### src/rtl/ltrc_pkg.sv
`timescale 1ns / 1ps
// ----------------------------------------------------------------------------
// ltrc_pkg
// Shared types, register map and constants of the luma threshold ROI counter.
// ----------------------------------------------------------------------------
package ltrc_pkg;

  localparam int MAX_SIDE_DEFAULT = 4096;

  localparam int SIZE_W  = 13;
  localparam int POS_W   = 12;
  localparam int LEVEL_W = 8;
  localparam int TALLY_W = 25;
  localparam int SUM_W   = 18;
  localparam int PADDR_W = 5;
  localparam int PDATA_W = 32;
  localparam int REG_IDX_W = 3;

  localparam logic [REG_IDX_W-1:0] REG_FRAME_WIDTH    = 3'd0;
  localparam logic [REG_IDX_W-1:0] REG_FRAME_HEIGHT   = 3'd1;
  localparam logic [REG_IDX_W-1:0] REG_ROI_LEFT       = 3'd2;
  localparam logic [REG_IDX_W-1:0] REG_ROI_TOP        = 3'd3;
  localparam logic [REG_IDX_W-1:0] REG_ROI_WIDTH      = 3'd4;
  localparam logic [REG_IDX_W-1:0] REG_ROI_HEIGHT     = 3'd5;
  localparam logic [REG_IDX_W-1:0] REG_LUMA_THRESHOLD = 3'd6;

  localparam logic [SIZE_W-1:0]  FRAME_WIDTH_RESET    = 13'd640;
  localparam logic [SIZE_W-1:0]  FRAME_HEIGHT_RESET   = 13'd480;
  localparam logic [POS_W-1:0]   ROI_LEFT_RESET       = 12'd0;
  localparam logic [POS_W-1:0]   ROI_TOP_RESET        = 12'd0;
  localparam logic [SIZE_W-1:0]  ROI_WIDTH_RESET      = 13'd1;
  localparam logic [SIZE_W-1:0]  ROI_HEIGHT_RESET     = 13'd1;
  localparam logic [LEVEL_W-1:0] LUMA_THRESHOLD_RESET = 8'd120;

  localparam logic [SUM_W-1:0] LUMA_WR  = 18'd299;
  localparam logic [SUM_W-1:0] LUMA_WG  = 18'd587;
  localparam logic [SUM_W-1:0] LUMA_WB  = 18'd114;
  localparam logic [SUM_W-1:0] LUMA_DIV = 18'd1000;

  localparam logic [LEVEL_W-1:0] LEVEL_BLACK = 8'd0;
  localparam logic [LEVEL_W-1:0] LEVEL_WHITE = 8'd255;
  localparam logic [TALLY_W-1:0] TALLY_MAX   = '1;

  typedef struct packed {
    logic [LEVEL_W-1:0] red;
    logic [LEVEL_W-1:0] green;
    logic [LEVEL_W-1:0] blue;
  } ltrc_in_t;

  typedef struct packed {
    logic [LEVEL_W-1:0] binary_level;
    logic [TALLY_W-1:0] black_in_region;
    logic               frame_end;
  } ltrc_out_t;

  typedef struct packed {
    logic [SIZE_W-1:0] col_last;
    logic [SIZE_W-1:0] row_last;
    logic [SIZE_W-1:0] roi_x0;
    logic [SIZE_W-1:0] roi_x1;
    logic [SIZE_W-1:0] roi_y0;
    logic [SIZE_W-1:0] roi_y1;
    logic [SUM_W-1:0]  thr_scaled;
  } ltrc_bounds_t;

endpackage

### src/rtl/luma_threshold_roi_counter_core.sv
// ----------------------------------------------------------------------------
// luma_threshold_roi_counter_core
// Binarizes a raster RGB pixel stream at a luma threshold and counts black
// pixels inside a region of interest clamped to the frame. One pixel per
// clock sustained while the output is not stalled; each pixel passes an
// input register and then a result register before it is presented. Each
// result carries the level (0 or 255), the running black count of the frame
// including this pixel, and a flag on the last pixel of the frame, after
// which position and count clear. Register writes over APB pass the
// configuration register and then the bounds register before taking effect.
// ----------------------------------------------------------------------------
`timescale 1ns / 1ps
module luma_threshold_roi_counter_core #(
  parameter int MAX_SIDE = ltrc_pkg::MAX_SIDE_DEFAULT
) (
  input  logic                         clk,
  input  logic                         rst,
  input  ltrc_pkg::ltrc_in_t           pixel,
  input  logic                         pixel_valid,
  output logic                         pixel_stall,
  output ltrc_pkg::ltrc_out_t          result,
  output logic                         result_valid,
  input  logic                         result_stall,
  input  logic                         psel,
  input  logic                         penable,
  input  logic                         pwrite,
  input  logic [ltrc_pkg::PADDR_W-1:0] paddr,
  input  logic [ltrc_pkg::PDATA_W-1:0] pwdata,
  output logic [ltrc_pkg::PDATA_W-1:0] prdata,
  output logic                         pready
);
  import ltrc_pkg::*;

  localparam int SIDE_LIMIT = (MAX_SIDE > (2 ** SIZE_W) - 1) ? 2 ** SIZE_W : MAX_SIDE;
  localparam int PW = $clog2(SIDE_LIMIT);

  ltrc_bounds_t bounds;

  logic     s1_valid;
  ltrc_in_t s1_pix;
  logic     advance;
  logic     accept;

  logic [PW-1:0]      col;
  logic [PW-1:0]      row;
  logic [TALLY_W-1:0] tally;
  logic [PW-1:0]      col_next;
  logic [PW-1:0]      row_next;
  logic [TALLY_W-1:0] tally_next;

  logic [SUM_W-1:0]   luma_sum;
  logic               black;
  logic               in_roi;
  logic               row_end;
  logic               frame_done;
  logic [SIZE_W-1:0]  col_ext;
  logic [SIZE_W-1:0]  row_ext;
  logic [TALLY_W-1:0] tally_count;
  ltrc_out_t          result_next;

  ltrc_cfg_regs #(
    .MAX_SIDE (MAX_SIDE)
  ) u_cfg (
    .clk     (clk),
    .rst     (rst),
    .psel    (psel),
    .penable (penable),
    .pwrite  (pwrite),
    .paddr   (paddr),
    .pwdata  (pwdata),
    .prdata  (prdata),
    .pready  (pready),
    .bounds  (bounds)
  );

  assign advance     = s1_valid && (!result_valid || !result_stall);
  assign pixel_stall = rst || (s1_valid && !advance);
  assign accept      = pixel_valid && !pixel_stall;

  always_ff @(posedge clk) begin
    if (rst) begin
      s1_valid <= 1'b0;
    end else if (accept) begin
      s1_valid <= 1'b1;
    end else if (advance) begin
      s1_valid <= 1'b0;
    end
  end

  always_ff @(posedge clk) begin
    if (accept) begin
      s1_pix <= pixel;
    end
  end

  always_comb begin
    luma_sum = SUM_W'(s1_pix.red) * LUMA_WR
             + SUM_W'(s1_pix.green) * LUMA_WG
             + SUM_W'(s1_pix.blue) * LUMA_WB;
    black    = luma_sum < bounds.thr_scaled;

    col_ext = SIZE_W'(col);
    row_ext = SIZE_W'(row);
    in_roi  = (col_ext >= bounds.roi_x0) && (col_ext < bounds.roi_x1) &&
              (row_ext >= bounds.roi_y0) && (row_ext < bounds.roi_y1);
    row_end    = col_ext >= bounds.col_last;
    frame_done = row_end && (row_ext >= bounds.row_last);

    tally_count = (black && in_roi && (tally != TALLY_MAX)) ?
                  tally + TALLY_W'(1) : tally;

    result_next.binary_level    = black ? LEVEL_BLACK : LEVEL_WHITE;
    result_next.black_in_region = tally_count;
    result_next.frame_end       = frame_done;

    if (frame_done) begin
      col_next   = '0;
      row_next   = '0;
      tally_next = '0;
    end else if (row_end) begin
      col_next   = '0;
      row_next   = row + PW'(1);
      tally_next = tally_count;
    end else begin
      col_next   = col + PW'(1);
      row_next   = row;
      tally_next = tally_count;
    end
  end

  always_ff @(posedge clk) begin
    if (rst) begin
      col   <= '0;
      row   <= '0;
      tally <= '0;
    end else if (advance) begin
      col   <= col_next;
      row   <= row_next;
      tally <= tally_next;
    end
  end

  always_ff @(posedge clk) begin
    if (rst) begin
      result_valid <= 1'b0;
    end else if (advance) begin
      result_valid <= 1'b1;
    end else if (!result_stall) begin
      result_valid <= 1'b0;
    end
  end

  always_ff @(posedge clk) begin
    if (advance) begin
      result <= result_next;
    end
  end

`ifndef NO_ASSERTIONS
  a_stall_only_when_full: assert property (@(posedge clk) disable iff (rst)
    !s1_valid |-> !pixel_stall)
    else $error("input stalled with an empty input register");

  a_frame_end_clears: assert property (@(posedge clk) disable iff (rst)
    (advance && frame_done) |=> (col == '0 && row == '0 && tally == '0))
    else $error("position or tally not cleared after frame end");

  a_tally_step: assert property (@(posedge clk) disable iff (rst)
    advance |=> (tally == $past(tally) || tally == $past(tally) + TALLY_W'(1) ||
                 tally == '0))
    else $error("tally moved by more than one");

  a_level_codes: assert property (@(posedge clk) disable iff (rst)
    result_valid |-> (result.binary_level == LEVEL_BLACK ||
                      result.binary_level == LEVEL_WHITE))
    else $error("binary level is neither black nor white");
`endif

endmodule

### src/rtl/ltrc_cfg_regs.sv
`timescale 1ns / 1ps
// ----------------------------------------------------------------------------
// ltrc_cfg_regs
// APB register file; registers the clamped frame and region bounds and the
// luma threshold scaled to the weighted-sum domain.
// ----------------------------------------------------------------------------
module ltrc_cfg_regs #(
  parameter int MAX_SIDE = ltrc_pkg::MAX_SIDE_DEFAULT
) (
  input  logic                         clk,
  input  logic                         rst,
  input  logic                         psel,
  input  logic                         penable,
  input  logic                         pwrite,
  input  logic [ltrc_pkg::PADDR_W-1:0] paddr,
  input  logic [ltrc_pkg::PDATA_W-1:0] pwdata,
  output logic [ltrc_pkg::PDATA_W-1:0] prdata,
  output logic                         pready,
  output ltrc_pkg::ltrc_bounds_t       bounds
);
  import ltrc_pkg::*;

  localparam logic [SIZE_W-1:0] SIDE_CAP =
    SIZE_W'((MAX_SIDE > (2 ** SIZE_W) - 1) ? (2 ** SIZE_W) - 1 : MAX_SIDE);

  logic [SIZE_W-1:0]  frame_width;
  logic [SIZE_W-1:0]  frame_height;
  logic [POS_W-1:0]   roi_left;
  logic [POS_W-1:0]   roi_top;
  logic [SIZE_W-1:0]  roi_width;
  logic [SIZE_W-1:0]  roi_height;
  logic [LEVEL_W-1:0] luma_threshold;

  logic [REG_IDX_W-1:0] reg_idx;
  logic                 wr_en;

  logic [SIZE_W-1:0] w_eff;
  logic [SIZE_W-1:0] h_eff;
  logic [SIZE_W-1:0] x_room;
  logic [SIZE_W-1:0] y_room;
  logic [SIZE_W-1:0] x_span;
  logic [SIZE_W-1:0] y_span;
  ltrc_bounds_t      bounds_next;

  assign reg_idx = paddr[PADDR_W-1:2];
  assign wr_en   = psel && penable && pwrite && pready;
  assign pready  = 1'b1;

  always_ff @(posedge clk) begin
    if (rst) begin
      frame_width    <= FRAME_WIDTH_RESET;
      frame_height   <= FRAME_HEIGHT_RESET;
      roi_left       <= ROI_LEFT_RESET;
      roi_top        <= ROI_TOP_RESET;
      roi_width      <= ROI_WIDTH_RESET;
      roi_height     <= ROI_HEIGHT_RESET;
      luma_threshold <= LUMA_THRESHOLD_RESET;
    end else if (wr_en) begin
      unique case (reg_idx)
        REG_FRAME_WIDTH:    frame_width    <= pwdata[SIZE_W-1:0];
        REG_FRAME_HEIGHT:   frame_height   <= pwdata[SIZE_W-1:0];
        REG_ROI_LEFT:       roi_left       <= pwdata[POS_W-1:0];
        REG_ROI_TOP:        roi_top        <= pwdata[POS_W-1:0];
        REG_ROI_WIDTH:      roi_width      <= pwdata[SIZE_W-1:0];
        REG_ROI_HEIGHT:     roi_height     <= pwdata[SIZE_W-1:0];
        REG_LUMA_THRESHOLD: luma_threshold <= pwdata[LEVEL_W-1:0];
        default: ;
      endcase
    end
  end

  always_comb begin
    unique case (reg_idx)
      REG_FRAME_WIDTH:    prdata = PDATA_W'(frame_width);
      REG_FRAME_HEIGHT:   prdata = PDATA_W'(frame_height);
      REG_ROI_LEFT:       prdata = PDATA_W'(roi_left);
      REG_ROI_TOP:        prdata = PDATA_W'(roi_top);
      REG_ROI_WIDTH:      prdata = PDATA_W'(roi_width);
      REG_ROI_HEIGHT:     prdata = PDATA_W'(roi_height);
      REG_LUMA_THRESHOLD: prdata = PDATA_W'(luma_threshold);
      default:            prdata = '0;
    endcase
  end

  always_comb begin
    w_eff = (frame_width == '0) ? SIZE_W'(1) :
            (frame_width > SIDE_CAP) ? SIDE_CAP : frame_width;
    h_eff = (frame_height == '0) ? SIZE_W'(1) :
            (frame_height > SIDE_CAP) ? SIDE_CAP : frame_height;

    bounds_next.col_last = w_eff - SIZE_W'(1);
    bounds_next.row_last = h_eff - SIZE_W'(1);

    bounds_next.roi_x0 = (SIZE_W'(roi_left) > bounds_next.col_last) ?
                         bounds_next.col_last : SIZE_W'(roi_left);
    bounds_next.roi_y0 = (SIZE_W'(roi_top) > bounds_next.row_last) ?
                         bounds_next.row_last : SIZE_W'(roi_top);

    x_room = w_eff - bounds_next.roi_x0;
    y_room = h_eff - bounds_next.roi_y0;
    x_span = (roi_width == '0) ? SIZE_W'(1) :
             (roi_width > x_room) ? x_room : roi_width;
    y_span = (roi_height == '0) ? SIZE_W'(1) :
             (roi_height > y_room) ? y_room : roi_height;

    bounds_next.roi_x1 = bounds_next.roi_x0 + x_span;
    bounds_next.roi_y1 = bounds_next.roi_y0 + y_span;

    bounds_next.thr_scaled = SUM_W'(luma_threshold) * LUMA_DIV;
  end

  always_ff @(posedge clk) begin
    bounds <= bounds_next;
  end

endmodule
### config.mk
export PLATFORM = sky130hd
export DESIGN_NAME = luma_threshold_roi_counter_core
export DESIGN_NICKNAME = d
export VERILOG_FILES = /design/src/rtl/ltrc_pkg.sv /design/src/rtl/luma_threshold_roi_counter_core.sv /design/src/rtl/ltrc_cfg_regs.sv
export SDC_FILE = /design/constraint.sdc
export NUM_CORES = 1
export LEC_CHECK = 0
export BUFFER_PORTS_ARGS = -buffer_cell sky130_fd_sc_hd__buf_4
export CAP_MARGIN = 25
export CORE_ASPECT_RATIO = 0.6
export CORE_MARGIN = 4
export CORE_UTILIZATION = 65
export CTS_CLUSTER_DIAMETER = 30
export CTS_CLUSTER_SIZE = 20
export DETAILED_ROUTE_END_ITERATION = 8
export PLACE_DENSITY = 0.91
export SYNTH_ARGS = -nofsm -noshare
export SYNTH_HDL_FRONTEND = slang
export SYNTH_SLANG_ARGS = --single-unit
export TNS_END_PERCENT = 20
### constraint.sdc
create_clock -name clk -period 18.2 [get_ports clk]
set_input_delay 2.73 -clock clk [delete_from_list [all_inputs] [get_ports clk]]
set_output_delay 2.73 -clock clk [all_outputs]
set_load 0.005 [all_outputs]
Word level (Yosys, flattened, before mapping)
Cells that the tools add are included.
{"block": "word_totals", "reg_bits": 286, "latch_bits": 0, "ram_bits": 0, "mem_bits_ro": 0, "inputBits": 68, "out_inout_bits": 69, "word_cells": 115, "n_memories": 0}
{"block": "classes", "n_addsub": 11, "multipliers": 4, "div": 0, "magnitude_cmp": 13, "eq_ne": 8, "shift": 0, "mux": 22, "n_bitwise": 0, "reduce_logical": 32}
{"operator": "$mux 13", "n": 10}
{"operator": "$pmux 13 s7", "n": 1}
{"operator": "$ge 12x13->1", "n": 4}
{"operator": "$logic_not 13->1", "n": 4}
{"operator": "$mux 25", "n": 2}
{"operator": "$mux 12", "n": 4}
{"operator": "$add 13x13->13", "n": 2}
{"operator": "$gt 12x13->1", "n": 2}
{"operator": "$gt 13x13->1", "n": 2}
{"operator": "$gt 13x13->1 const B", "n": 2}
{"operator": "$lt 12x13->1", "n": 2}
{"operator": "$sub 13x1->13 const B", "n": 2}
{"operator": "$sub 13x13->13", "n": 2}
{"operator": "$add 25x1->25 const B", "n": 1}
{"operator": "$ne 25x25->1 const B", "n": 1}
{"operator": "$add 12x1->12 const B", "n": 2}
{"operator": "$add 17x18->18", "n": 1}
{"operator": "$add 18x15->18", "n": 1}
{"operator": "$lt 18x18->1", "n": 1}
{"operator": "$mul 8x10->18 const B", "n": 1}
{"operator": "$mul 8x9->17 const B", "n": 1}
{"operator": "$reduce_and 2->1", "n": 8}
{"operator": "$mul 8x7->15 const B", "n": 1}
{"operator": "$mul 8x6->14 const B", "n": 1}
{"operator": "other kinds (11)", "n": 32}

Longest topological paths before layout
Gate-level depths: netlist of the first run.
{"block": "depth", "ltp_word": 11, "ltp_mapped": 51, "ltp_nobuf": 49}

By module
Synthesis of the first run repeated with hierarchy kept, for this count alone.
{"block": "hier_totals", "cells_unflattened": 2493, "area_unflattened_um2": 22648.0}
{"module": "ltrc_cfg_regs", "n_inst": 1, "cells_each": 1351, "area_each_um2": 12176.7, "seq_area_each_um2": 3543.4}
{"module": "luma_threshold_roi_counter_core", "n_inst": 1, "cells_each": 1142, "area_each_um2": 10471.3, "seq_area_each_um2": 2552.4}

Least setup slack after synthesis of the first run
No wires, ideal clock.
{"block": "synth_timing", "path_kind": "register to register", "start": "reg u_cfg.frame_width[9]", "end": "reg, netlist name u_cfg.bounds[56]", "setup_ns": 0.124, "arrival_ns": 10.222, "required_ns": 18.076, "setup_slack_ns": 7.853, "path_stages_with_launch": 46, "path_buffers": 3, "synth_period_minus_slack_ns": 10.347, "path_cell_list": "dfxtp_1 -> or4_1 -> nor2_1 -> a21oi_1 -> or2_2 -> ha_1 -> o21ai_0 -> nor2_1 -> xor2_1 -> inv_1 -> ha_1 -> or4_1 -> o22ai_1 -> maj3_1 -> o21bai_1 -> a31oi_1 -> o21ai_0 -> a21oi_1 -> [... 10 more ...] -> ha_1 -> nand4_1 -> nor4_1 -> or2_2 -> clkbuf_1 -> clkbuf_1 -> mux2i_1 -> nor2_1 -> fa_1 -> a21o_1 -> a21oi_1 -> nand2b_1 -> a21oi_1 -> a211o_1 -> a21o_1 -> a21oi_1 -> xnor2_1 -> a2111o_1"}
{"element": "start: declaration", "line_no": "ltrc_cfg_regs.sv:26", "source": "logic [SIZE_W-1:0] frame_width;"}
{"element": "start signal: assignment", "line_no": "ltrc_cfg_regs.sv:60", "source": "REG_FRAME_WIDTH: frame_width <= pwdata[SIZE_W-1:0];"}

==> flow_summary.yaml, run 1 <==
timing:
  hold_viol_final: 0
  fmax_mhz: 83.3
  clock_skew_ps: 27.5
  finalMaxSlewViolations: 0
  finalSetupViolCount: 0
  slew-limit-headroom: 0.280
  min_period_ps: 12010
  fin_crit_sh: 0.660
  tns_ps: 0
  worst_pin_slew_ps: 1080
  rsz0062_at_grt: "no"
  hold_ws_ps: 501
worst_setup_path:
  end_kind: "register"
  r2r_end: "u_cfg.bounds[56]$_DFF_P_"
  reg2reg_from: "u_cfg.frame_width[8]$_SDFFE_PP0P_"
  worstPathRequired_ps: 18630
  max_stage_delay_ps: 830
  cp_common_cell: "ha_1"
  crit_fanout: 21
  r2r_slack_ps: 6190
  rr_worst_depth: 46
  crit_arrival_ps: 12430
  startpoint_type: "register"
  critPathKind: "register to register"
  critPathSlowestCell: "nor4_1"
floorplan:
  design.core.area_um2: 33000
  ios: 137
  start_util: 0.670
  die_y_um: 151
  rows: 51
  fp.dieW_um: 246
  die_area_um2: 37100
clocking:
  cts_resized: 0
  cts_tree: "built"
  worstSkewPairLatency_ps: 570
  clk_pin_slew_ps: 60
  cts_buffer_depth: 3
  cts_buffers: 43
  post-cts-setup-buffers: 0
  cts-htree-levels: 2
  cts_sinks: 279
  hold_buffers: 0
  root_buffer: "clkbuf_16"
power:
  power_leakage_nw: 11.5
  p_per_area_nw_per_um2: 116
  ir_worst_vdd_mv: 0.205
logic_synthesis:
  synth_top_area_share: 0.207
  ys.flop_type: "dfxtp_1"
  synth_area_um2: 22100
  async_reset_ff_frac: 0
  synthCells: 2429
  yosysSeqAreaShare: 0.276
  ys_warn_count: 0
  ys_seq_elements: 279
  synth_area_per_cell_um2: 9.09
  synth_cell_type_count: 86
  synth_edf_count: 51
  synth.area.top_cells: "dfxtp_1 (21%), ha_1 (18%), fa_1 (8.9%), edfxtp_1 (6.9%), inv_1 (5.4%)"
  yosys.area.top_type: "dfxtp_1"
grt:
  grt_pass1_vias: 18800
  track_usage: 0.337
  grt_start_max_net_pins: 100
  antenna_found_initial: 2
  grt_pass1_wl_um: 99400
  grt.overflow.total: 0
layout:
  post-route-util: 0.749
  multiInputGateArea_um2: 14400
  layout_common_cells: "ha_1 (318), inv_1 (316), dfxtp_1 (228)"
  area_growth_pct: 11.9
  num_antenna_cells: 0
  fill_cells: 2190
  postLayoutCellArea_um2: 24700
  drive_gt1_frac: 0.107
  regArea_um2: 6100
  layout_commonest_cell: "ha_1"
  finalNetCount: 3007
hold_path:
  hold_depth: 1
  hp-start: "tally[24]$_SDFFE_PP0P_"
  min_to: "tally[24]$_SDFFE_PP0P_"
  hold_class: "register to register"
route:
  drc: 0
  vias: 18900
  first_iter_violations: 2006
  wire_per_inst_um: 21.1
  drtPass1Iterations: 8
  ant_nets: 0
  wirelength_um: 63500
  via_per_inst: 6.28
flow_run:
  max_cap_violations: 0
outcome:
  status: "complete, no violations"
place:
  port_buffers: 95
  dp_hpwl_um: 47500
  globalplace.congestion: 0.977
  placed_cell_area_um2: 23100
## flip-flops by register name, summed over array words and instances, names as in the netlist, 13 cells and up
register and cells:
u_cfg.frame_width 13, u_cfg.frame_height 13, s1_pix 24, u_cfg.bounds 93, u_cfg.roi_width 13, tally 25, u_cfg.roi_height 13, result 27
## power breakdown
| group | switching [mW] | internal [mW] |
|---|---|---|
| registers | 0.0198 | 0.654 |
| logic | 0.769 | 0.548 |
| clock network | 0.353 | 0.529 |
## metal layers
| layer | global-route usage | up-vias | share of wire | routed length, µm |
|---|---|---|---|---|
| met5 | 0 | - | 0.00020 | 13 |
| met3 | 0.0920 | 263 | 0.12 | 7880 |
| met1 | 0.458 | 8975 | 0.40 | 25400 |
| met4 | 0.103 | 2 | 0.035 | 2220 |
| met2 | 0.530 | 1126 | 0.44 | 28000 |
| li1 | - | 8517 | - | - |
## stage by stage
stage,power [mW],worst slack [ps],instances
after floorplan,1.61,7850,2449
after global placement,1.82,6700,2922
after detailed placement,1.93,6470,2924
after CTS,2.84,6410,3003
after global routing,3.03,5420,3007
final,2.87,6190,3007
## final cells by class
class,instances,share of cell area
clock buffers,46,0.0457
clock inverters,33,0.0174
inverters,317,0.0481
multi-input cells,1764,0.582
flip-flops and latches,279,0.247
well taps,450,0.0228
repair buffers,118,0.0369
## synth_stat cells (31+ instances only)
cell	instances
mux2i_1	70
dfxtp_1	228
nor3_1	43
inv_1	316
a21o_1	37
ha_1	318
xnor2_1	71
nand2_1	211
nor2b_1	51
nor2_1	154
nand3_1	31
a21oi_1	142
mux2_2	32
clkbuf_1	41
o21ai_0	78
fa_1	98
nand4_1	33
edfxtp_1	51
xor2_1	56
## worst max path at each step
stage,start,endpoint,slack [ps]
floorplan,u_cfg.frame_width[9]$_SDFFE_PP1P_,u_cfg.bounds[56]$_DFF_P_,7850
global placement,u_cfg.frame_width[9]$_SDFFE_PP1P_,u_cfg.bounds[56]$_DFF_P_,6700
detailed placement,u_cfg.frame_width[9]$_SDFFE_PP1P_,u_cfg.bounds[56]$_DFF_P_,6470
CTS,u_cfg.frame_width[9]$_SDFFE_PP1P_,u_cfg.bounds[56]$_DFF_P_,6410
global route,u_cfg.frame_width[9]$_SDFFE_PP1P_,u_cfg.bounds[56]$_DFF_P_,5420
finish,u_cfg.frame_width[8]$_SDFFE_PP0P_,u_cfg.bounds[56]$_DFF_P_,6190
## critical path: cells and delay by family, from the launching register on
family	cells	cell delay (ps)
compound gates	19	4050
simple gates	12	3840
fa+ha+maj	8	2250
mux	1	280
xor+xnor	3	650
buf+inv	3	470
flops	1	380
## cells by family after synthesis
group	after synthesis	synth area share
simple gates	660	0.145
compound gates	426	0.125
fa+ha+maj	418	0.270
buf+inv	406	0.0770
flops	279	0.276
xor+xnor	127	0.0504
mux	111	0.0569
other cells	2	0.000340
Note: power is estimated with default switching activity, not from simulation.
==> inputs of run 2 (changes only) <==
CORE_UTILIZATION = 63   (was 65)
PLACE_DENSITY = 0.88   (was 0.91)
clock period = 11.26 ns   (was 18.2 ns; I/O delays follow)
==> flow_summary.yaml, run 2 (synthesis gave the netlist of run 1 again) <==
layout:
  postLayoutCellArea_um2: 24800
  layout_commonest_cell: "ha_1"
  finalNetCount: 3012
  drive_gt1_frac: 0.110
  layout_common_cells: "ha_1 (317), inv_1 (316), dfxtp_1 (228)"
  regMostFlops: "u_cfg.bounds"
  area_growth_pct: 12.5
  largestRegisters: "u_cfg.bounds (93), result (27), tally (25)"
  num_antenna_cells: 0
  post-route-util: 0.727
  largest_reg_flops: 93
clocking:
  cts_buffer_depth: 3
  cts_tree: "built"
  hold_buffers: 0
  cts_sinks: 279
  worstSkewPairLatency_ps: 580
  cts_buffers: 45
  clk_pin_slew_ps: 60
  cts-htree-levels: 2
  root_buffer: "clkbuf_16"
grt:
  track_usage: 0.314
  grt_pass1_wl_um: 97700
  grt_start_max_net_pins: 97
  antenna_found_initial: 0
  grt.overflow.total: 0
  grt_pass1_vias: 18500
route:
  drtPass1Iterations: 6
  ant_nets: 0
  vias: 18600
  wire_per_inst_um: 20.4
  first_iter_violations: 2005
  via_per_inst: 6.15
  drc: 0
  wirelength_um: 61700
place:
  placement.setup.worst_slack_ps: 455
  placed_cell_area_um2: 23200
  globalplace.congestion: 0.968
  dp_hpwl_um: 46000
  port_buffers: 95
hold_path:
  min_to: "tally[24]$_SDFFE_PP0P_"
  hp-start: "tally[24]$_SDFFE_PP0P_"
  hold_class: "register to register"
  hold_depth: 1
worst_setup_path:
  r2r_slack_ps: 530
  end_kind: "register"
  max_stage_delay_ps: 610
  rr_worst_depth: 47
  critPathKind: "register to register"
  crit_fanout: 11
  critPathSlowestCell: "or4_1"
  r2r_end: "u_cfg.bounds[56]$_DFF_P_"
  worstPathRequired_ps: 11720
  startpoint: "u_cfg.frame_width[9]$_SDFFE_PP1P_"
  startpoint_type: "register"
  crit_buf_inv: 3
  cp_common_cell: "a21oi_1"
  reg2reg_from: "u_cfg.frame_width[9]$_SDFFE_PP1P_"
  crit_arrival_ps: 11190
  worst_path_dominant_cell_family: "compound AO/OA/AOI/OAI gates"
timing:
  slew-limit-headroom: 0.233
  worst_pin_slew_ps: 1150
  tns_ps: 0
  finalSetupViolCount: 0
  fmax_mhz: 93.2
  finalMaxSlewViolations: 0
  clock_skew_ps: 32.9
  fin_crit_sh: 0.953
  timing.final.ws_setup_ps: 531
  min_period_ps: 10730
  hold_viol_final: 0
floorplan:
  start_util: 0.647
  rows: 52
  die_area_um2: 38200
  die_y_um: 153
  ios: 137
  fp.dieW_um: 250
  design.core.area_um2: 34200
power:
  power_mw: 4.72
  clkPwrFrac: 0.314
  power_switching_share: 0.389
  power_leakage_nw: 11.6
  ir_worst_vdd_mv: 0.310
  internal_power_mw: 2.89
  p_per_area_nw_per_um2: 190
  power_frac_comb: 0.455
  power.share.sequential: 0.231
  p_switching_mw: 1.84
flow_run:
  max_cap_violations: 0
outcome:
  status: "complete, no violations"
run 2: changes by cell type in the layout (fill, tap and decap cells not counted), moves of 3 or more:
cell	delta
buf_4	+4
clkbuf_16	+3
clkinv_4	+4
clkinv_2	+4
inv_6	-5
clkbuf_1	+3
run 2: per-stage QoR:
step           instances  hold slack (ps)
6_report            3024              519
3_5_place_dp        2938              489
3_3_place_gp        2936              463
2_1_floorplan       2449              433
5_1_grt             3024              530
4_1_cts             3022              504
run 2: power by group through the flow:
stage          clock [mW]  combinational, mW  sequential, mW
2_1_floorplan           0               1.50            1.10
3_3_place_gp            0               1.83            1.11
3_5_place_dp            0               1.97            1.11
4_1_cts              1.50               2.10            1.09
5_1_grt              1.55               2.34            1.09
6_report             1.49               2.15            1.09
run 2: layout make-up:
type	instances	area [µm²]
clock buffer	53	1230
timing repair buffer	121	917
tap	459	574
inverter	317	1190
clock inverter	31	419
fill	2384	9320
sequential	279	6100
multi-input combinational	1764	14400
run 2: worst reg2reg max path: cells and delay by family (launching register included):
kind,cells,cell delay (ps)
compound gates,22,4290
xor+xnor,3,490
fa+ha+maj,7,1910
buf+inv,3,430
flops,1,390
mux,1,220
simple gates,11,2900
run 2: metal layers:
metal	wire (µm)	global-route usage	share of wire	vias up
met1	26700	0.447	0.43	9019
met4	1500	0.0833	0.024	0
met3	6270	0.0725	0.10	162
met2	27300	0.484	0.44	884
met5	0	0	0	-
li1	-	-	-	8538
run 2: worst max path at each step:
stage	end	slack (ps)	depth (start not counted)
final	u_cfg.bounds[56]$_DFF_P_	530	47
after global routing	u_cfg.bounds[56]$_DFF_P_	-30	46
after CTS	u_cfg.bounds[56]$_DFF_P_	410	45
after detailed placement	u_cfg.bounds[56]$_DFF_P_	460	45
after global placement	u_cfg.bounds[56]$_DFF_P_	710	45
after floorplan	u_cfg.bounds[56]$_DFF_P_	910	45
run 2: what timing repair did:
action	4_1_cts	5_1_grt
hold endpoints to repair	0	0
resized for setup	0	6
endpoints found under the setup margin	0	4
setup buffers	0	1
